File: config.mk
export PLATFORM = sky130hd
export DESIGN_NAME = tpr_ram
export DESIGN_NICKNAME = d
export VERILOG_FILES = /design/src/tridiagonal_partition_reducer_assert.svh /design/src/tpr_ram.sv
export SDC_FILE = /design/constraint.sdc
export NUM_CORES = 2
export LEC_CHECK = 0
export BUFFER_PORTS_ARGS = -buffer_cell sky130_fd_sc_hd__clkbuf_2
export CAP_MARGIN = 20
export CORE_MARGIN = 2
export CORE_UTILIZATION = 50
export DETAILED_ROUTE_END_ITERATION = 10
export HOLD_SLACK_MARGIN = 0.12
export PLACE_DENSITY = 0.65
export SETUP_SLACK_MARGIN = 0.05
export SYNTH_ARGS = -nofsm -noshare
export SYNTH_HDL_FRONTEND = slang
export SYNTH_SLANG_ARGS = --single-unit
File: constraint.sdc
create_clock -name clk -period 11.2 [get_ports clk]
set_input_delay 0 -clock clk [delete_from_list [all_inputs] [get_ports clk]]
set_output_delay 0 -clock clk [all_outputs]
set_load 0.02 [all_outputs]
File: src/tridiagonal_partition_reducer_assert.svh
// Assertion macros for the tridiagonal partition reducer.
`ifndef TRIDIAGONAL_PARTITION_REDUCER_ASSERT_SVH
`define TRIDIAGONAL_PARTITION_REDUCER_ASSERT_SVH
`ifndef SYNTH
// A condition that must hold at every clock edge outside reset.
`define TPR_ASSERT_HOLDS(lbl, cond, msg) \
	lbl: assert property (@(posedge clk) disable iff (!arst_n) (cond)) else $error(msg);
// A condition that must hold in the cycle after a trigger.
`define TPR_ASSERT_NEXT(lbl, ante, cons, msg) \
	lbl: assert property (@(posedge clk) disable iff (!arst_n) (ante) |=> (cons)) \
		else $error(msg);
`else
`define TPR_ASSERT_HOLDS(lbl, cond, msg)
`define TPR_ASSERT_NEXT(lbl, ante, cons, msg)
`endif
`endif

File: src/tpr_ram.sv
// Generic single-port-write, single-port-read RAM with a registered read.
`timescale 1ns / 1ps
module tpr_ram #(
	parameter int WIDTH = 64,
	parameter int DEPTH = 64
) (
	input  logic                     clk,
	input  logic                     we,
	input  logic [$clog2(DEPTH)-1:0] waddr,
	input  logic [WIDTH-1:0]         wdata,
	input  logic [$clog2(DEPTH)-1:0] raddr,
	output logic [WIDTH-1:0]         rdata
);

	logic [WIDTH-1:0] mem [DEPTH];

	// Write port and registered read port.
	always_ff @(posedge clk) begin
		if (we) begin
			mem[waddr] <= wdata;
		end
		rdata <= mem[raddr];
	end

endmodule

Word level (Yosys, flattened, before mapping)
Memories as Yosys holds them, arrays and structs flattened. A register that Yosys moved wholly into a read port is not among the register bits. Index checks and enable logic that the tools add are counted. W data, S select, Z words.

Flip-flop bits (word level): 0. Memory bits (writable): 4096. Input bits: 78. Output and inout bits: 64. Logic and storage cells: 3. Memories kept: 1.

Multiplexer cells: 2.

Memory list: mem (words 64, bits a word 64, rd ports 1, clocked after memory_dff 1, wr ports 1, RTL line tpr_ram.sv:15) `logic [WIDTH-1:0] mem [DEPTH];`.

Operators with widths (count): $mux W1 (2).

Depth between registers and ports, before layout
Word-level depth: 2. Mapped depth: 9. Depth with buffers taken out: 5.

Least setup slack after synthesis
Ideal clock, no wire load.

Kind: input -> register. From: in waddr[3]. To: mem mem[48][0] (enable). Library setup time: 0.564 ns. Arrival time: 4.872 ns. Required time: 10.636 ns. Setup slack: 5.764 ns. Cell stages on the path: 4. Buffers on the path: 1. Cells stage by stage: clkbuf_1 nor2b_1 nand4b_1 nor3_1.

RTL lines: start, declared (RTL line tpr_ram.sv:9) `input logic [$clog2(DEPTH)-1:0] waddr,`; end, declared (RTL line tpr_ram.sv:15).

No word-level cell before the write port.

Worst setup path in the final report
From: in we. To: mem mem[30][36] (enable).

Cells in the longest elaborated chain, start to end: 2.

RTL lines: start, declared (RTL line tpr_ram.sv:8) `input logic we,`; $mux W1 (RTL line tpr_ram.sv:19) `if (we) begin`; $mux W1 (implied by the code) (RTL line tpr_ram.sv:20) `mem[waddr] <= wdata;`.

No other way between the ends.

==> summary.md <==
| Metric | Value |
|---|---|
| Status | finished clean |
| Row cnt | ~210 |
| DRC viols | 0 |
| Worst reg2reg path endpoint | rdata[12] |
| Routed Antenna Nets | 0 |
| First-pass GRT wire length | slightly below 600 mm |
| Per-cell routed wire length | between 30 and 40 µm |
| Fraction of layout instances using a drive strength above 1 | approximately 28% |
| HP Class | input pin to flop |
| Crit path largest cell delay | around 0.95 ns |
| Die Wd | around 560 µm |
| Leakage Power | 0.0561 µW |
| Critical Path Start | we |
| Core area | between 300000 and 400000 µm² |
| Sinks on Clock Net | around 4200 |
| Worst Path Required | roughly 12 ns |
| Detailed Route WL | around 420 mm |
| Post-DP HPWL | 223 mm |
| RSZ-0062 raised after global routing | no |
| Setup CP Type | input pin to flop |
| Final Power | approximately 33000 µW |
| Crit path to | mem[30][36] |
| Final hold vios | 0 |
| Crit path max fanout | 27 |
| R2R Setup Slk | ~9.0 ns |
| NumNets Final | a little over 7000 |
| Async S/R FF share, synth | 0% |
| CTS H-tree depth | 5 |
| Highest clock rate | approximately 0.26 GHz |
| Max cap viols | 0 |
| Initial antenna violation count | 24 |
| EDFF count, synth | 4096 |
| Cts bufs inserted | about 400 |
| Num ports | roughly 140 |
| Cells along the critical path | dlygate4sd3_1 -> clkbuf_2 -> nor2b_1 -> nand3_1 -> nor2_4 -> buf_4 -> buf_4 |
| Post_cts resized | 0 |
| Clock root buffer | clkbuf_16 |
| Area added between synthesis and finish | 14.4% |
| Vias | ~76000 |
| Register area | 124000 µm² |
| DR pass1 iterations | 6 |
| CP arrival | 4.36 ns |
| Post-Syn Area | 156000 µm² |
| DRT iter0 DRCs | between 10000 and 15000 |
| Ratio of final minimum period to clock period | around 34% |
| Post-synthesis sequential area ratio | between 70% and 80% |
| Crit start category | input pin |
| Seq cells post-synth | between 4000 and 5000 |
| Clock skew | 0.0622 ns |
| GRT Util Overall | between 20% and 30% |
| I/O Buffers | about 140 |
| Most used cell along the critical path | buf_4 |
| Finished Core Util | between 50% and 60% |
| Peak VDD IR | between 150 and 200 µV |
| Relative slew slack | between 15 and 20% |
| CTS max path bufs | 4 |
| Layout fillers | about 22000 |
| Critical path's slowest cell | nor2_4 |
| CTS tree | built |
| Total grt overflow | 0 |
| PwrDens | ~180 nW/µm² |
| Post-CTS Setup Bufs | 0 |
| Post-Syn Nets | about 6700 |
| Primary FF master, synth | edfxtp_1 |
| Vias in the first global route | around 76000 |
| Worst-path clk slew | 0.06 ns |
| Critical Path End Type | flop |
| Post-Synthesis Cells | 6598 |
| Tmin final | 3.81 ns |
| Synth unique cells | 33 |
| Largest net degree at the start of global routing | roughly 130 |
| Slew @ Worst Pin | 1.21 ns |
| Clk_lat worst skew | between 0.9 and 1 ns |
| Initial Utilization | between 50% and 60% |
| Die H | between 500 and 600 µm |
| Max Slew Vio Count | 0 |
| Warnings, synthesis | 0 |
| Avg Cell Area, Syn | between 20 and 25 µm² |
| Setup violation total in the final timing report | 0 |
| FF-to-FF path depth | 6 |
| DR vias/cell | between 6 and 7 |
| Multi-input logic area | a little over 30000 µm² |
| Setup TNS | 0 ns |
| GP Congestion | about 0.8 |
| Critical register-to-register path startpoint | mem[11][12] |
| Die area | approximately 320000 µm² |
-- metrics by stage --
stage                     setup slack, ns  cells  area, µm²  hold slack (ns)
final                                7.39  11673     179000           0.0974
after CTS                            7.40  11549     177000            0.120
after detailed placement             6.97  10713     163000            0.416
after global routing                 7.06  11664     179000            0.119
after global placement               7.06  10711     163000            0.416
after floorplan                      5.76   6598     156000           0.0989
-- layout by cell type (no fill, tap or decap), types with 29 or more instances in the layout --
cell type      count
nor2_4            65
o221ai_1          38
dfxtp_1           64
clkbuf_2         138
a211oi_1          63
mux2i_1          135
buf_12            76
clkinv_2          78
nand2_1           55
and3_1            64
nor2_1            47
dlygate4sd3_1    128
buf_4            192
clkbuf_16        405
mux4_2          1024
nand3_1           45
o22ai_1           83
bufinv_16         48
clkinv_1          81
clkbuf_1          83
a22oi_1          168
edfxtp_1        4096
or3_1             29
a22o_1            88
-- synth_stat cells, types with 34 or more instances --
| cell | count | area share, % |
|---|---|---|
| edfxtp_1 | 4096 | 79 |
| mux4_2 | 1024 | 15 |
| buf_2 | 170 | 0.54 |
| a22oi_1 | 168 | 0.81 |
| clkbuf_1 | 140 | 0.34 |
| mux2i_1 | 135 | 0.86 |
| nor2_1 | 112 | 0.27 |
| a22o_1 | 88 | 0.49 |
| o22ai_1 | 83 | 0.33 |
| and3_1 | 64 | 0.26 |
| dfxtp_1 | 64 | 0.82 |
| a211oi_1 | 63 | 0.30 |
| nand2_1 | 58 | 0.14 |
| nand3_1 | 45 | 0.14 |
| o221ai_1 | 38 | 0.21 |
| buf_4 | 34 | 0.16 |
-- power breakdown --
part           internal [µW]  total, µW  switching, µW
sequential             17200      17300           65.6
combinational            598       1550            957
clock                   7950      13800           5890
total                  25800      32700           6920
-- what timing repair did --
| action | in CTS | in global routing |
|---|---|---|
| endpoints found under the hold margin | 3921 | 480 |
| setup endpoints to repair | 0 | 0 |
| hold buffers | 80 | 49 |
-- cells by family (layout without fill, tap and decap cells) --
family | Yosys count | in the layout | synth area share (%)
DFF | 4160 | 4160 | 79.5
muxes | 1159 | 1159 | 15.6
AOI/OAI and AO/OA | 504 | 504 | 2.48
buffers and inverters | 389 | 1313 | 1.18
and+or+nand+nor | 386 | 386 | 1.24
other | 0 | 11 | 0
-- metal layers --
metal | up-vias | wire (µm) | GRT usage (%)
met5 | - | 13 | 0
li1 | 29668 | - | -
met2 | 4307 | 204000 | 42.5
met3 | 686 | 39900 | 4.27
met1 | 41251 | 163000 | 37.9
met4 | 2 | 13300 | 7.68
-- critical path: cells and delay by family --
family,cells,cell delay (ns)
buffers and inverters,4,2.22
and+or+nand+nor,3,1.88
-- cell type report --
cell class / count / share of cell area, %
tap: 4140 / 2.90
inverter: 19 / 0.0399
antenna: 11 / 0.0154
sequential: 4160 / 69.5
multi-input combinational: 2049 / 17.2
timing repair buffer: 538 / 2.80
clock inverter: 248 / 1.58
clock buffer: 508 / 5.99
-- sequential cells by signal (all words and copies together) (netlist names) --
register / cells
rdata: 64
mem: 4096
-- worst min-delay path by stage --
stage / start / to / slack (ns) / cells after the start
after floorplan: wdata[0] / mem[0][0] / 0.1 / 0
after global placement: rdata[32] / rdata[32] / 0.42 / 1
after detailed placement: rdata[32] / rdata[32] / 0.42 / 1
after CTS: wdata[32] / mem[46][32] / 0.12 / 1
after global routing: wdata[59] / mem[53][59] / 0.12 / 2
final: wdata[10] / mem[40][10] / 0.1 / 2
Note: power is estimated with default switching activity, not from simulation.
