==> config.mk <==
export PLATFORM = sky130hd
export DESIGN_NAME = tpr_div
export DESIGN_NICKNAME = d
export VERILOG_FILES = /design/src/tridiagonal_partition_reducer_assert.svh /design/src/tpr_pkg.sv /design/src/tpr_div.sv
export SDC_FILE = /design/constraint.sdc
export NUM_CORES = 1
export LEC_CHECK = 0
export BUFFER_PORTS_ARGS = -buffer_cell sky130_fd_sc_hd__clkbuf_2
export CELL_PAD_IN_SITES_DETAIL_PLACEMENT = 1
export CELL_PAD_IN_SITES_GLOBAL_PLACEMENT = 2
export CORE_AREA = 2 2 310 312
export DETAILED_ROUTE_END_ITERATION = 10
export DIE_AREA = 0 0 312 314
export GPL_TIMING_DRIVEN = 0
export PLACE_DENSITY_LB_ADDON = 0.25
export SLEW_MARGIN = 20
export SYNTH_ARGS = -nofsm -noshare
export SYNTH_HDL_FRONTEND = slang
export SYNTH_SLANG_ARGS = --single-unit
export TNS_END_PERCENT = 100
==> constraint.sdc <==
create_clock -name clk -period 9 [get_ports clk]
set_clock_uncertainty 0.1 [all_clocks]
set_input_delay 1.8 -clock clk [delete_from_list [all_inputs] [get_ports clk]]
set_output_delay 1.8 -clock clk [all_outputs]
set_load 0.01 [all_outputs]
==> src/tridiagonal_partition_reducer_assert.svh <==
// Assertion macros for the tridiagonal partition reducer.
`ifndef TRIDIAGONAL_PARTITION_REDUCER_ASSERT_SVH
`define TRIDIAGONAL_PARTITION_REDUCER_ASSERT_SVH
`ifndef SYNTH
// A condition that must hold at every clock edge outside reset.
`define TPR_ASSERT_HOLDS(lbl, cond, msg) \
	lbl: assert property (@(posedge clk) disable iff (!arst_n) (cond)) else $error(msg);
// A condition that must hold in the cycle after a trigger.
`define TPR_ASSERT_NEXT(lbl, ante, cons, msg) \
	lbl: assert property (@(posedge clk) disable iff (!arst_n) (ante) |=> (cons)) \
		else $error(msg);
`else
`define TPR_ASSERT_HOLDS(lbl, cond, msg)
`define TPR_ASSERT_NEXT(lbl, ante, cons, msg)
`endif
`endif

==> src/tpr_pkg.sv <==
// Shared types, constants and saturating fixed-point helpers of the reducer.
`timescale 1ns / 1ps
package tpr_pkg;

	localparam int MAX_ROWS  = 64;
	localparam int FRAC_BITS = 32;
	localparam int DATA_W    = 64;
	localparam int IDX_W     = $clog2(MAX_ROWS);
	localparam int CNT_W     = $clog2(MAX_ROWS + 1);
	localparam int DIV_STEPS = DATA_W + FRAC_BITS;
	localparam int DIV_CW    = $clog2(DIV_STEPS + 1);

	typedef logic [DATA_W-1:0] word_t;

	localparam word_t FX_ONE   = word_t'(1) << FRAC_BITS;
	localparam word_t FX_MIN   = word_t'(1) << (DATA_W - 1);
	localparam word_t FX_MAX   = FX_MIN - word_t'(1);

	// Result kinds.
	localparam logic [1:0] KIND_REDUCED  = 2'd0;
	localparam logic [1:0] KIND_SOLUTION = 2'd1;
	localparam logic [1:0] KIND_ERROR    = 2'd2;

	// Error codes.
	localparam logic [1:0] ERR_NONE       = 2'd0;
	localparam logic [1:0] ERR_ZERO_PIVOT = 2'd1;
	localparam logic [1:0] ERR_FEW_ROWS   = 2'd2;
	localparam logic [1:0] ERR_NO_BLOCK   = 2'd3;

	typedef struct packed {
		logic               kind;
		logic signed [63:0] lower;
		logic signed [63:0] diag;
		logic signed [63:0] upper;
		logic signed [63:0] rhs;
		logic               last_row;
		logic signed [63:0] first_solution;
		logic signed [63:0] final_solution;
	} item_t;

	typedef struct packed {
		logic        [1:0]  out_kind;
		logic signed [63:0] reduced_lower;
		logic signed [63:0] reduced_upper;
		logic signed [63:0] value;
		logic        [5:0]  row_index;
		logic        [1:0]  error_code;
		logic               last;
	} result_t;

	// Magnitude of a two's complement word; the most negative value maps to 2^63.
	function automatic word_t fx_mag(input word_t x);
		return x[DATA_W-1] ? (word_t'(0) - x) : x;
	endfunction

	// Saturate a wide unsigned magnitude with a sign into one word.
	function automatic word_t fx_pack(input word_t hi, input word_t lo, input logic neg);
		word_t r;
		if (neg) begin
			r = ((hi != '0) || (lo > FX_MIN)) ? FX_MIN : (word_t'(0) - lo);
		end else begin
			r = ((hi != '0) || (lo > FX_MAX)) ? FX_MAX : lo;
		end
		return r;
	endfunction

	function automatic word_t fx_add(input word_t a, input word_t b);
		word_t s;
		s = a + b;
		if ((a[DATA_W-1] == b[DATA_W-1]) && (s[DATA_W-1] != a[DATA_W-1])) begin
			s = a[DATA_W-1] ? FX_MIN : FX_MAX;
		end
		return s;
	endfunction

	function automatic word_t fx_sub(input word_t a, input word_t b);
		word_t s;
		s = a - b;
		if ((a[DATA_W-1] != b[DATA_W-1]) && (s[DATA_W-1] != a[DATA_W-1])) begin
			s = a[DATA_W-1] ? FX_MIN : FX_MAX;
		end
		return s;
	endfunction

	function automatic word_t fx_neg(input word_t a);
		return fx_sub(word_t'(0), a);
	endfunction

endpackage

==> src/tpr_div.sv <==
// Restoring radix-2 fixed-point divider, one quotient bit per cycle, rounded and saturated.
`timescale 1ns / 1ps
module tpr_div (
	input  logic          clk,
	input  logic          arst_n,
	input  logic          start,
	input  tpr_pkg::word_t num,
	input  tpr_pkg::word_t den,
	output logic          done,
	output tpr_pkg::word_t quo
);
	import tpr_pkg::*;

	logic                busy_q;
	logic                done_q;
	logic [DIV_CW-1:0]   cnt_q;
	logic                neg_q;
	word_t               nm_q;
	word_t               dm_q;
	word_t               rem_q;
	logic [2*DATA_W-1:0] q_q;
	word_t               y_q;
	logic [DATA_W:0]     trial;
	logic                take;
	logic [2*DATA_W-1:0] q_rnd;

	// One restoring step and the final rounding.
	always_comb begin
		trial = {rem_q, nm_q[DATA_W-1]};
		take  = (trial >= {1'b0, dm_q});
		q_rnd = (rem_q >= (dm_q - rem_q)) ? (q_q + (2*DATA_W)'(1)) : q_q;
	end

	// Step counter and completion.
	always_ff @(posedge clk or negedge arst_n) begin
		if (!arst_n) begin
			busy_q <= 1'b0;
			done_q <= 1'b0;
			cnt_q  <= '0;
		end else begin
			done_q <= 1'b0;
			if (start && !busy_q) begin
				busy_q <= 1'b1;
				cnt_q  <= '0;
			end else if (busy_q) begin
				if (cnt_q != DIV_CW'(DIV_STEPS)) begin
					cnt_q <= cnt_q + DIV_CW'(1);
				end else begin
					busy_q <= 1'b0;
					done_q <= 1'b1;
				end
			end
		end
	end

	// Dividend shifts out from the top; zeros follow for the fraction bits.
	always_ff @(posedge clk) begin
		if (start && !busy_q) begin
			nm_q  <= fx_mag(num);
			dm_q  <= fx_mag(den);
			neg_q <= num[DATA_W-1] ^ den[DATA_W-1];
			rem_q <= '0;
			q_q   <= '0;
		end else if (busy_q) begin
			if (cnt_q != DIV_CW'(DIV_STEPS)) begin
				nm_q <= {nm_q[DATA_W-2:0], 1'b0};
				if (take) begin
					rem_q <= word_t'(trial - {1'b0, dm_q});
					q_q   <= {q_q[2*DATA_W-2:0], 1'b1};
				end else begin
					rem_q <= trial[DATA_W-1:0];
					q_q   <= {q_q[2*DATA_W-2:0], 1'b0};
				end
			end else begin
				y_q <= fx_pack(q_rnd[2*DATA_W-1:DATA_W], q_rnd[DATA_W-1:0], neg_q);
			end
		end
	end

	assign done = done_q;
	assign quo  = y_q;

endmodule

* Word level (Yosys, flattened, before mapping)
Index checks and enable logic that the tools add are counted.
Storage, ports and cells: flip-flop bits (word level) 394, input port bits 131, output and inout bits 65, logic and storage cells 55
Operators by class: add/subtract/negate cells 7, $lt $le $gt $ge 4, equality and inequality tests 1, mux-type cells 20, bitwise gates (word level) 3, reduce and logical (&&, ||, !) cells 10
Operator list (number):
- 64-bit 2-to-1 mux | 8
- 1-bit by 64-bit subtractor with 64-bit output, first input constant | 3
- 128-bit by 1-bit adder with 128-bit output, second input constant | 1
- 128-bit 2-to-1 mux | 1
- 64-bit subtractor | 2
- 65-bit by 64-bit >= comparator with 1-bit output | 1
- 64-bit >= comparator | 1
- 64-bit by 63-bit > comparator with 1-bit output, second input constant | 1
- 64-bit > comparator, second input constant | 1
- 64-bit nonzero test | 1
- 63-bit 2-to-1 mux | 1
- 7-bit 2-to-1 mux | 3
- 7-bit by 1-bit adder with 7-bit output, second input constant | 1
- 1-bit 2-to-1 mux | 7
- 7-bit != test, second input constant | 1
- 2-bit AND reduction | 2
- 2-bit nonzero test | 2
- 3-bit AND reduction | 1
- 1-bit logical OR | 2
- 1-bit inverter | 2
- 1-bit logical AND | 1
- 1-bit logical NOT | 1
- 1-bit bitwise XOR | 1

* Logic depth before layout (Yosys ltp)
depth after elaboration 7, depth in mapped cells 44, depth with buffers taken out 38

* Worst setup path after synthesis
Ideal clock, no wire load.
path kind register to register, start point reg dm_q[0], end point reg y_q[50] (netlist: quo[50]), data pin, library setup time 0.180 ns, arrival time 9.727 ns, required time 8.720 ns, setup slack -1.007 ns, cell stages (with the launch flop) 43, path buffers 6, period minus slack after synthesis 10.007 ns, cell sequence edfxtp_1 inv_1 ha_1 inv_1 fa_1 a211oi_1 nor4_1 nor2_1 a2111oi_0 o211ai_1 a21oi_1 a2111oi_0 o21bai_1 a221oi_1 o21ai_0 nor2b_1 or4_1 o2111ai_1 [7 not listed] clkbuf_1 clkbuf_1 nand2_1 clkbuf_1 clkbuf_1 xnor2_1 ha_1 nand3b_1 nor3_1 a2bb2o_1 or3b_2 nor4_2 nand4_1 a21oi_2 nor2_1 clkbuf_1 clkbuf_1 a221oi_1
On the way: cells in the longest elaborated chain, start to end 7, elaborated cells between the ends (all ways) 12, those cells by class 2 x add/sub; 3 x order compare; 4 x mux; 3 x reduce/logical
RTL lines:
- start, declared | line tpr_div.sv:19 | word_t dm_q;
- start signal, assigned | line tpr_div.sv:60 | dm_q <= fx_mag(den);
- 64-bit subtractor (*) | line tpr_div.sv:31 | q_rnd = (rem_q >= (dm_q - rem_q)) ? (q_q + (2*DATA_W)'(1)) : q_q;
- 64-bit >= comparator (*) | line tpr_div.sv:31
- 128-bit 2-to-1 mux (*) | line tpr_div.sv:31
- 64-bit by 63-bit > comparator with 1-bit output (tied with other cells) | line tpr_pkg.sv:62 | r = ((hi != '0) || (lo > FX_MAX)) ? FX_MAX : lo;
- 1-bit logical OR, on equally long branches | line tpr_pkg.sv:62, tpr_pkg.sv:60
- 64-bit 2-to-1 mux, on equally long branches | line tpr_pkg.sv:62, tpr_pkg.sv:60
- 64-bit 2-to-1 mux (*) | line tpr_pkg.sv:59 | if (neg) begin
- end signal, assigned | line tpr_div.sv:75 | y_q <= fx_pack(q_rnd[2*DATA_W-1:DATA_W], q_rnd[DATA_W-1:0], neg_q);
- end, declared | line tpr_div.sv:22 | word_t y_q;
Every way passes the cells marked *; elsewhere a longest branch is shown, timed or not. A chain may end at the register's enable or synchronous reset.

* Worst setup path in the final report
start point reg dm_q[0], end point reg y_q[51] (netlist: quo[51]), data pin
The elaborated chain is that of the path after synthesis.

==> impl_metrics.toml <==
[die]
core_area_um2 = 94400
fp.dieW_um = 312
rows = 113
die_h_um = 314
start_util = 0.339
num_io_pins = 196
dieArea_um2 = 98000

[setup_path]
crit_fanout = 7
crit_type = "register to register"
required_ps = 9340
critPathSlowestCell = "or4_4"
end_kind = "register"
cp.arrival_ps = 9410
crit_path_max_incr_delay_ps = 490
crit_path_start_kind = "register"

[clocking]
clk_root_buffer_cell = "clkbuf_16"
ctsHoldBuffers = 0
htreeDepth = 2
clk_pin_slew_ps = 60
cts_tree = "done"
clk-insertion-delay-late_ps = 650
cts-buffers-inserted = 51
cts_sinks = 394
cts_buffer_depth = 3

[final_layout]
area_growth_pct = 22.0
num-fill-cells = 11400
final_util = 0.413
layout_commonest_cell = "nand2_1"
layout_common_cells = "nand2_1 (559), o21ai_0 (393), a21oi_1 (229)"
drive_gt1_frac = 0.144
final_nets = 4695
final_cells = 5674

[global_route]
met1_usage = 0.327
grt.met3_usage = 0.0257
grt.busiest_layer = "met2"
grt_pass1_vias = 31800
grt_antenna_before_repair = 3
overflow = 0
use_met2 = 0.434
grt_pass1_wl_mm = 193
grt_max_degree = 75
gr-usage-all-layers = 0.250

[logic_synthesis]
syn_nets = 4360
syn_inst = 4030
yosysWarnings = 0
synth_cell_types = 87
synth_flop_cell = "edfxtp_1"
synth_seq_area_share = 0.308
synth_edf_count = 193
yosys_register_bits = 394
syn_area_um2 = 32000
async_flop_share = 0.0228
syn_area_per_cell_um2 = 7.94

[sta]
fin_crit_sh = 1.01
worst_pin_slew_ps = 1150
setup_ws_ps = -69.0
rsz0062_at_grt = "yes"
max_freq_ghz = 0.110
slew_headroom = 0.233
setup_viol = 17
fin_tns_setup_ps = -405
finalCriticalPeriod_ps = 9070
whs_ps = 413
slew_viol_final = 0
hold_viol = 0

[placement]
post-place-ws_ps = -5320
place_inst = 5493
io_buffers = 193
dp_hpwl_mm = 97.1
gp_congestion = 0.942

[drt]
avgViaCountPerCell = 5.61
drtPass1Iterations = 5
antenna_left = 0
wire_per_inst_um = 22.5
num_vias = 31800
drt_iter0_markers = 1880
drcViolationCount = 0
wl_mm = 128

[pwr]
p_clk_frac = 0.144
leakagePower_nw = 15.1
intPower_mw = 7.51
p_sw_mw = 7.40
cellPowerDensity_nw_per_um2 = 382
p_sw_frac = 0.496
ir_drop_mv = 0.221
seqPwrFrac = 0.206
combPwrFrac = 0.651

[job]
maxCapViolCount = 0

[status]
status = "finished with violations"
failed_checks = "negative setup slack"

[worst_hold_path]
hold_class = "register to register"
-- stage by stage --
step	cell area [µm²]	power (mW)
after floorplan	32000	8.58
after global placement	34600	11.1
after detailed placement	34700	11.3
after CTS	38000	14.3
after global routing	39000	16.0
final	39000	14.9
-- kinds of logic (layout without fill, tap and decap cells) --
| logic type | count (synthesis) | in the layout | synth area share |
|---|---|---|---|
| muxes | 30 | 30 | 0.00947 |
| adders and majority gates | 199 | 199 | 0.0783 |
| xor gates and xnor gates | 375 | 375 | 0.103 |
| DFF | 394 | 394 | 0.308 |
| and+or+nand+nor | 1470 | 1470 | 0.227 |
| buffers and inverters | 414 | 792 | 0.0489 |
| other | 0 | 1 | 0 |
| AOI/OAI and AO/OA | 1148 | 1148 | 0.225 |
-- cell usage after synthesis, types with 51 or more instances --
master | instances | area (µm²)
a211oi_1 | 51 | 383
a21o_1 | 96 | 721
a21oi_1 | 235 | 1180
and3_1 | 67 | 419
clkbuf_1 | 205 | 769
dfxtp_1 | 192 | 3840
edfxtp_1 | 193 | 5800
ha_1 | 197 | 2460
inv_1 | 182 | 683
nand2_1 | 567 | 2130
nand3_1 | 113 | 566
nand4_1 | 102 | 638
nor2_1 | 212 | 796
nor3_1 | 97 | 485
o21ai_0 | 405 | 2030
o31ai_1 | 62 | 465
xnor2_1 | 200 | 1750
xor2_1 | 175 | 1530
-- sequential cells by signal, indices dropped and copies added (netlist names) --
name	flops
nm_q	64
dm_q	64
q_q	128
cnt_q	7
quo	64
done	1
neg_q	1
rem_q	64
busy_q	1
-- critical path: cells and delay by family, from the launching register on --
| kind | cells | cell delay [ps] |
|---|---|---|
| compound gates | 15 | 3190 |
| buf+inv | 11 | 1470 |
| xor+xnor | 2 | 390 |
| fa+ha+maj | 4 | 980 |
| flops | 1 | 430 |
| simple gates | 13 | 2250 |
-- area by class of cell --
type | count | area (µm²) | area share
clock buffer | 71 | 1470 | 0.0376
timing repair buffer | 286 | 1930 | 0.0493
multi-input combinational | 3222 | 22100 | 0.565
sequential | 394 | 9880 | 0.253
tap | 1265 | 1580 | 0.0406
buffer | 227 | 1140 | 0.0292
inverter | 183 | 694 | 0.0178
clock inverter | 25 | 278 | 0.00712
antenna | 1 | 2.50 | 0.0000641
-- routing by layer --
metal	up-vias	wire length (µm)
met3	185	4580
met2	640	61400
met5	-	13
met1	15600	58100
li1	15400	-
met4	2	3600
-- power groups by stage --
stage | Clock, mW | Sequential (mW) | Combinational (mW)
detailed placement | 0 | 3.08 | 8.17
floorplan | 0 | 2.89 | 5.69
global route | 2.25 | 3.14 | 10.6
global placement | 0 | 3.08 | 8.05
finish | 2.14 | 3.06 | 9.71
CTS | 2.19 | 3.05 | 9.09
-- final timing paths --
path | endpoint | depth (start not counted) | slack (ps) | startpoint
hold / removal | q_q[127] | 2 | 410 | q_q[126]
max in group asynchronous | cnt_q[1] | 1 | 7590 | arst_n
min in group asynchronous | busy_q | 1 | 950 | arst_n
setup reg to reg | quo[51] | 45 | -70 | dm_q[0]
hold reg to reg | q_q[127] | 2 | 410 | q_q[126]
setup / recovery | quo[51] | 45 | -70 | dm_q[0]
-- timing repair --
action,4_1_cts,5_1_grt
buffers inserted,55,32
endpoints found under the setup margin,64,64
gates resized for setup,253,156
gates cloned,3,3
pin swaps,58,61
Note: power is estimated with default switching activity, not from simulation.
