<file path="src/tridiagonal_partition_reducer_assert.svh">
// Assertion macros for the tridiagonal partition reducer.
`ifndef TRIDIAGONAL_PARTITION_REDUCER_ASSERT_SVH
`define TRIDIAGONAL_PARTITION_REDUCER_ASSERT_SVH
`ifndef SYNTH
// A condition that must hold at every clock edge outside reset.
`define TPR_ASSERT_HOLDS(lbl, cond, msg) \
	lbl: assert property (@(posedge clk) disable iff (!arst_n) (cond)) else $error(msg);
// A condition that must hold in the cycle after a trigger.
`define TPR_ASSERT_NEXT(lbl, ante, cons, msg) \
	lbl: assert property (@(posedge clk) disable iff (!arst_n) (ante) |=> (cons)) \
		else $error(msg);
`else
`define TPR_ASSERT_HOLDS(lbl, cond, msg)
`define TPR_ASSERT_NEXT(lbl, ante, cons, msg)
`endif
`endif

</file>
<file path="src/tpr_pkg.sv">
// Shared types, constants and saturating fixed-point helpers of the reducer.
`timescale 1ns / 1ps
package tpr_pkg;

	localparam int MAX_ROWS  = 64;
	localparam int FRAC_BITS = 32;
	localparam int DATA_W    = 64;
	localparam int IDX_W     = $clog2(MAX_ROWS);
	localparam int CNT_W     = $clog2(MAX_ROWS + 1);
	localparam int DIV_STEPS = DATA_W + FRAC_BITS;
	localparam int DIV_CW    = $clog2(DIV_STEPS + 1);

	typedef logic [DATA_W-1:0] word_t;

	localparam word_t FX_ONE   = word_t'(1) << FRAC_BITS;
	localparam word_t FX_MIN   = word_t'(1) << (DATA_W - 1);
	localparam word_t FX_MAX   = FX_MIN - word_t'(1);

	// Result kinds.
	localparam logic [1:0] KIND_REDUCED  = 2'd0;
	localparam logic [1:0] KIND_SOLUTION = 2'd1;
	localparam logic [1:0] KIND_ERROR    = 2'd2;

	// Error codes.
	localparam logic [1:0] ERR_NONE       = 2'd0;
	localparam logic [1:0] ERR_ZERO_PIVOT = 2'd1;
	localparam logic [1:0] ERR_FEW_ROWS   = 2'd2;
	localparam logic [1:0] ERR_NO_BLOCK   = 2'd3;

	typedef struct packed {
		logic               kind;
		logic signed [63:0] lower;
		logic signed [63:0] diag;
		logic signed [63:0] upper;
		logic signed [63:0] rhs;
		logic               last_row;
		logic signed [63:0] first_solution;
		logic signed [63:0] final_solution;
	} item_t;

	typedef struct packed {
		logic        [1:0]  out_kind;
		logic signed [63:0] reduced_lower;
		logic signed [63:0] reduced_upper;
		logic signed [63:0] value;
		logic        [5:0]  row_index;
		logic        [1:0]  error_code;
		logic               last;
	} result_t;

	// Magnitude of a two's complement word; the most negative value maps to 2^63.
	function automatic word_t fx_mag(input word_t x);
		return x[DATA_W-1] ? (word_t'(0) - x) : x;
	endfunction

	// Saturate a wide unsigned magnitude with a sign into one word.
	function automatic word_t fx_pack(input word_t hi, input word_t lo, input logic neg);
		word_t r;
		if (neg) begin
			r = ((hi != '0) || (lo > FX_MIN)) ? FX_MIN : (word_t'(0) - lo);
		end else begin
			r = ((hi != '0) || (lo > FX_MAX)) ? FX_MAX : lo;
		end
		return r;
	endfunction

	function automatic word_t fx_add(input word_t a, input word_t b);
		word_t s;
		s = a + b;
		if ((a[DATA_W-1] == b[DATA_W-1]) && (s[DATA_W-1] != a[DATA_W-1])) begin
			s = a[DATA_W-1] ? FX_MIN : FX_MAX;
		end
		return s;
	endfunction

	function automatic word_t fx_sub(input word_t a, input word_t b);
		word_t s;
		s = a - b;
		if ((a[DATA_W-1] != b[DATA_W-1]) && (s[DATA_W-1] != a[DATA_W-1])) begin
			s = a[DATA_W-1] ? FX_MIN : FX_MAX;
		end
		return s;
	endfunction

	function automatic word_t fx_neg(input word_t a);
		return fx_sub(word_t'(0), a);
	endfunction

endpackage

</file>
<file path="src/tpr_mul.sv">
// Multi-cycle saturating fixed-point multiplier built from 32x32 partial products.
`timescale 1ns / 1ps
module tpr_mul (
	input  logic          clk,
	input  logic          arst_n,
	input  logic          start,
	input  tpr_pkg::word_t a,
	input  tpr_pkg::word_t b,
	output logic          done,
	output tpr_pkg::word_t y
);
	import tpr_pkg::*;

	localparam int HALF_W = DATA_W / 2;
	localparam logic [2:0] LAST_PP = 3'd3;

	logic                  busy_q;
	logic                  done_q;
	logic [2:0]            cnt_q;
	logic                  neg_q;
	word_t                 am_q;
	word_t                 bm_q;
	logic [2*DATA_W-1:0]   acc_q;
	word_t                 y_q;
	logic [HALF_W-1:0]     xa;
	logic [HALF_W-1:0]     xb;
	word_t                 pp;
	logic [2*DATA_W-1:0]   pp_sh;
	logic [2*DATA_W-1:0]   rnd;
	logic [2*DATA_W-1:0]   shr;

	// Pick the halves for this partial product and align it.
	always_comb begin
		xa = am_q[HALF_W-1:0];
		xb = bm_q[HALF_W-1:0];
		case (cnt_q[1:0])
			2'd1: xb = bm_q[DATA_W-1:HALF_W];
			2'd2: xa = am_q[DATA_W-1:HALF_W];
			2'd3: begin
				xa = am_q[DATA_W-1:HALF_W];
				xb = bm_q[DATA_W-1:HALF_W];
			end
			default: ;
		endcase
		pp = word_t'(xa) * word_t'(xb);
		case (cnt_q[1:0])
			2'd0:    pp_sh = {{DATA_W{1'b0}}, pp};
			2'd3:    pp_sh = {pp, {DATA_W{1'b0}}};
			default: pp_sh = {{DATA_W{1'b0}}, pp} << HALF_W;
		endcase
		rnd = acc_q + ((2*DATA_W)'(1) << (FRAC_BITS - 1));
		shr = rnd >> FRAC_BITS;
	end

	// Sequence: four partial products, then round and saturate.
	always_ff @(posedge clk or negedge arst_n) begin
		if (!arst_n) begin
			busy_q <= 1'b0;
			done_q <= 1'b0;
			cnt_q  <= '0;
		end else begin
			done_q <= 1'b0;
			if (start && !busy_q) begin
				busy_q <= 1'b1;
				cnt_q  <= '0;
			end else if (busy_q) begin
				if (cnt_q <= LAST_PP) begin
					cnt_q <= cnt_q + 3'd1;
				end else begin
					busy_q <= 1'b0;
					done_q <= 1'b1;
				end
			end
		end
	end

	// Operand and accumulator registers.
	always_ff @(posedge clk) begin
		if (start && !busy_q) begin
			am_q  <= fx_mag(a);
			bm_q  <= fx_mag(b);
			neg_q <= a[DATA_W-1] ^ b[DATA_W-1];
			acc_q <= '0;
		end else if (busy_q) begin
			if (cnt_q <= LAST_PP) begin
				acc_q <= acc_q + pp_sh;
			end else begin
				y_q <= fx_pack(shr[2*DATA_W-1:DATA_W], shr[DATA_W-1:0], neg_q);
			end
		end
	end

	assign done = done_q;
	assign y    = y_q;

endmodule

</file>
<file path="config.mk">
export PLATFORM = sky130hd
export DESIGN_NAME = tpr_mul
export DESIGN_NICKNAME = d
export VERILOG_FILES = /design/src/tridiagonal_partition_reducer_assert.svh /design/src/tpr_pkg.sv /design/src/tpr_mul.sv
export SDC_FILE = /design/constraint.sdc
export NUM_CORES = 2
export LEC_CHECK = 0
export BUFFER_PORTS_ARGS = -buffer_cell sky130_fd_sc_hd__buf_4
export CORE_UTILIZATION = 26
export DETAILED_ROUTE_END_ITERATION = 6
export SLEW_MARGIN = 10
export SYNTH_ARGS = -nofsm -noshare
export SYNTH_HDL_FRONTEND = slang
export SYNTH_SLANG_ARGS = --single-unit
</file>
<file path="constraint.sdc">
create_clock -name clk -period 14.3 [get_ports clk]
set_input_delay 1.43 -clock clk [delete_from_list [all_inputs] [get_ports clk]]
set_output_delay 1.43 -clock clk [all_outputs]
set_load 0.005 [all_outputs]
</file>
======== Yosys cells after proc, flatten, opt, wreduce, memory -nomap -nowiden ========
Index checks and enable logic that the tools add are counted.
cells by class
  $add $sub $neg .......................... 6
  multiply operators ...................... 1
  div/mod/pow operators ................... 0
  order comparisons ....................... 3
  equal/unequal tests ..................... 3
  shift operators ......................... 0
  mux-type cells .......................... 17
  bitwise gates (word level) .............. 3
  reduce and logical (&&, ||, !) cells .... 13
operator list
  operator                    number
  $pmux W128 S2               1
  $mux W64                    3
  $sub A1 B64 Y64 const A     3
  $add A128 B128 Y128         1
  $add A128 B32 Y128 const B  1
  $mux W63                    2
  $gt A64 B63 Y1 const B      1
  $gt A64 B64 Y1 const B      1
  $mul A32 B32 Y64            1
  $mux W32                    2
  $reduce_bool A64 Y1         1
  $mux W3                     3
  $mux W1                     6
  $eq A2 B2 Y1 const B        2
  $reduce_and A2 Y1           2
  $reduce_bool A2 Y1          2
  $reduce_or A2 Y1            2
  $add A3 B1 Y3 const B       1
  $le A3 B2 Y1 const B        1
  $reduce_and A3 Y1           1
  $eq A2 B1 Y1 const B        1
  $logic_not A2 Y1            1
  $logic_or A1 B1 Y1          2
  $not A1 Y1                  2
  3 further kinds             3
storage, ports and cells
  flip-flop bits (word level) ............. 326
  bits in latches ......................... 0
  RAM bits ................................ 0
  memory bits (read-only) ................. 0
  input port bits ......................... 131
  output and inout bits ................... 65
  word-level logic and storage cells ...... 56
  memories kept ........................... 0

======== Longest topological paths before layout ========
  depth after elaboration ................. 6
  mapped depth ............................ 53
  depth with buffers taken out ............ 49

======== Least setup slack after synthesis ========
Ideal clock, no wire load.
  kind .................................... reg2reg
  start ................................... register cnt_q[0]
  end ..................................... register acc_q[120]
  setup time .............................. 0.126 ns
  arrival ................................. 12.841 ns
  required time ........................... 14.174 ns
  setup slack ............................. 1.332 ns
  stages on the path, launching flop included .. 46
  buffers on the path ..................... 4
  period minus slack after synthesis ...... 12.968 ns
  path through ............................ dfrtp_1 -> ha_1 -> clkbuf_1 -> nor2_1 -> clkbuf_1 -> mux2i_1 -> clkbuf_1 -> nor2_1 -> fa_1 -> inv_1 -> fa_1 -> inv_1 -> fa_1 -> fa_1 -> fa_1 -> fa_1 -> fa_1 -> inv_1 -> [10 not listed] -> a311oi_1 -> o221ai_1 -> a211o_1 -> a311oi_1 -> o21ai_1 -> xor2_1 -> a22o_1 -> ha_1 -> nand4_1 -> nor3_1 -> nand4_1 -> or4b_2 -> o21ai_1 -> a21oi_1 -> o41a_1 -> o21ai_0 -> a211o_1 -> o211ai_1
on the way
  longest elaborated chain between the ends .. 6
  elaborated cells on any way between the ends .. 13
  those cells by class .................... add/sub (1); mul (1); order compare (1); eq/ne (3); mux (3); reduce/logical (4)
ends and longest elaborated chain
  element                                     line                          RTL
  start, declared                             tpr_mul.sv:19                 logic [2:0] cnt_q;
  start signal, assigned                      tpr_mul.sv:68                 cnt_q <= cnt_q + 3'd1;
  $eq A2 B2 Y1, or another cell as far along  tpr_mul.sv:36, tpr_mul.sv:46
  $reduce_or A2 Y1 (no source line)           -
  $mux W32                                    tpr_mul.sv:36                 case (cnt_q[1:0])
  $mul A32 B32 Y64                            tpr_mul.sv:45                 pp = word_t'(xa) * word_t'(xb);
  $pmux W128 S2                               tpr_mul.sv:46                 case (cnt_q[1:0])
  $add A128 B128 Y128                         tpr_mul.sv:86                 acc_q <= acc_q + pp_sh;
  end signal, assigned                        tpr_mul.sv:86
  end, declared                               tpr_mul.sv:23                 logic [2*DATA_W-1:0] acc_q;
Parallel ways exist; a longest one is shown, timed or not.
A chain may end at the register's enable or synchronous reset.

======== Worst setup path in the final report ========
  start ................................... register cnt_q[0]
  end ..................................... register acc_q[127]
The elaborated chain is that of the path after synthesis.

==> reports/metrics.yaml <==
post-place-ws_ns: 0.2747
seq_area_frac_synth: 0.1404
setup_tns_ns: 0
clock_latency_ns: 0.69
tightest_slew_ns: 1.104
rsz0062_at_grt: "no"
critPathSlowestCell: "fa_1"
yosys_register_bits: 326
worstPathMaxFanout: 33
grt_pass1_vias: 53580
whs_path_depth: 2
maxSlewViolCount: 0
ys_types: 100
antenna_found_initial: 6
cp.required_ns: 14.82
die-area_um2: 234200
min_period_ns: 13.83
async_flop_share: 0.01534
setup_viol: 0
ioPinCount: 196
post-dp-hpwl_um: 183800
grt_pass1_wl_um: 333100
cts_buffers: 40
rr_startpoint: "cnt_q[0]"
end_kind: "register"
clk_pin_slew_worst_paths_ns: 0.06
cp_top_family: "adder cells"
critPathBufInv: 6
die-height_um: 484.0
synth_area_um2: 60400
area_delta_synth_final_pct: 12.10
top_layer: "met5"
syn_nets: 8548
met3_wirelength_um: 18340
max_slew_margin: 0.2639
hp-class: "reg2reg"
ctsLongestPathBuffers: 3
wl_met1_um: 89590
cts-root-buf: "clkbuf_16"
regArea_um2: 8483
syn_inst: 7113
cts.htree.levels: 2
dr.pass1.iters: 6
grt-ovfl-total: 0
gp_congestion: 0.9843
nNetsFinal: 8620
drc: 0
hold_end: "acc_q[0]"
status: "completed"
drt_iter0_markers: 4779
route.met2.wl_um: 102200
fin_skew_ns: 0.07675
syn_area_per_cell_um2: 8.492
hp-start: "acc_q[0]"
r2r_slack_ns: 0.47
grtUsageTotal: 0.1857
synth_edf_count: 193
coreArea_um2: 230300
fillers: 24440
ant_nets: 0
cts_tree: "built"
critical_path_class: "reg2reg"
drv_cap: 0
port_buffers: 195
ys_warn_count: 0
crit_path_frequent_cell: "fa_1"
fmax_ghz: 0.07230
crit_arrival_ns: 14.35
ff2ff_path_depth: 44
synth_ff_type: "edfxtp_1"
vias: 52720
start_util: 0.2622
fin_hold_ws_ns: 0.4679
cts.sinks: 326
critPathMaxStageDelay_ns: 0.76
fin_crit_sh: 0.9672
regToRegEndpoint: "acc_q[127]"
fin_ws_ns: 0.4694
grt_max_degree: 90
fp-row-count: 176
die_x_um: 484.0
multi_input_area_um2: 46940
routedWlPerCell_um: 21.66
finalWirelength_um: 221900
viasPerCell: 5.146
hold_violations: 0
cp-start-kind: "register"
final_layout_size_suffix_gt1_frac: 0.09311
## area by class of cell
type / instances / share of cell area
multi-input combinational: 5410 / 0.6932
sequential: 326 / 0.1253
tap: 3026 / 0.05592
inverter: 994 / 0.05518
timing repair buffer: 413 / 0.04964
clock buffer: 41 / 0.01484
clock inverter: 33 / 0.005895
antenna: 1 / 0.00003696
## cells by family after synthesis
family,after synthesis,share of synthesized area
xor+xnor,438,0.06351
simple gates,2383,0.1791
mux,130,0.02285
buf+inv,1377,0.08704
compound gates,1155,0.1255
fa+ha+maj,1304,0.3816
flops,326,0.1404
## timing repair
action / CTS / global route
resized for setup: 0 / 20
hold buffers: 0 / 0
setup endpoints to repair: 0 / 18
buffers inserted: 0 / 2
## routing by layer
metal  global-route usage  vias up
met1               0.2366    26350
met3              0.03830      535
li1                     -    23520
met4              0.08719        8
met2               0.2995     2309
met5                    0        -
## worst register-to-register path: cells and delay by family, from the launching register on
family          cells  cell delay (ns)
fa+ha+maj          11             5.47
flops               1             0.44
simple gates       11             2.55
mux                 1             0.50
xor+xnor            1             0.20
buf+inv             6             1.27
compound gates     14             3.27
## state kept, by name, summed over array words and instances (netlist names)
name    cells
busy_q      1
done        1
am_q       64
neg_q       1
y          64
bm_q       64
acc_q     128
cnt_q       3
## cells in the mapped netlist, drive strengths merged (23+ instances only)
cell type / n / area (µm²)
a21o: 128 / 960.9
a21oi: 304 / 1525
a221oi: 54 / 504.2
a22o: 43 / 376.6
a31oi: 35 / 219.0
and2: 80 / 503.0
and3: 46 / 287.8
and4: 24 / 210.2
buf: 46 / 252.7
clkbuf: 337 / 1274
dfxtp: 128 / 2562
edfxtp: 193 / 5796
fa: 897 / 17960
ha: 407 / 5092
inv: 992 / 3724
mux2: 63 / 709.4
mux2i: 67 / 670.6
nand2: 838 / 3146
nand2b: 31 / 209.0
nand3: 158 / 810.8
nand4: 132 / 847.1
nor2: 816 / 3073
nor2b: 26 / 162.7
nor3: 85 / 446.7
nor4: 46 / 355.3
o211ai: 23 / 172.7
o21ai: 268 / 1349
o21bai: 50 / 375.4
o31ai: 54 / 425.4
o41ai: 26 / 227.7
or3: 28 / 181.4
or4: 39 / 304.0
xnor2: 298 / 2610
xor2: 140 / 1226
## cell usage in the layout (no fill, tap or decap), drive strengths merged, types with 41 or more instances in the layout
cell	instances
nand2	838
a22o	43
and3	46
a221oi	54
clkbuf	41
mux2i	67
a21oi	304
xnor2	298
inv	996
and2	80
o31ai	54
buf	413
edfxtp	193
mux2	63
nor4	46
a21o	128
o21bai	50
ha	407
nor3	85
nand3	158
dfxtp	128
xor2	140
o21ai	268
fa	897
nand4	132
nor2	816
## how the worst max path moves through the flow
stage,cells after the start,to,from,slack [ns]
floorplan,45,acc_q[120],cnt_q[0],1.33
global placement,44,acc_q[127],cnt_q[0],0.33
detailed placement,44,acc_q[127],cnt_q[0],0.27
CTS,44,acc_q[127],cnt_q[0],0.22
global route,46,acc_q[116],cnt_q[0],0.01
finish,44,acc_q[127],cnt_q[0],0.47
## through the flow
stage	instance area (µm²)	std cells	util
2_1_floorplan	60400	7113	-
3_3_place_gp	66180	10170	0.2873
3_5_place_dp	66180	10170	0.2873
4_1_cts	67590	10240	0.2934
5_1_grt	67700	10240	0.2939
6_report	67710	10240	0.2939
Power is left out: the tool's default activity adds up to more than one toggle a clock period on the data nets, which glitch-free logic cannot reach.
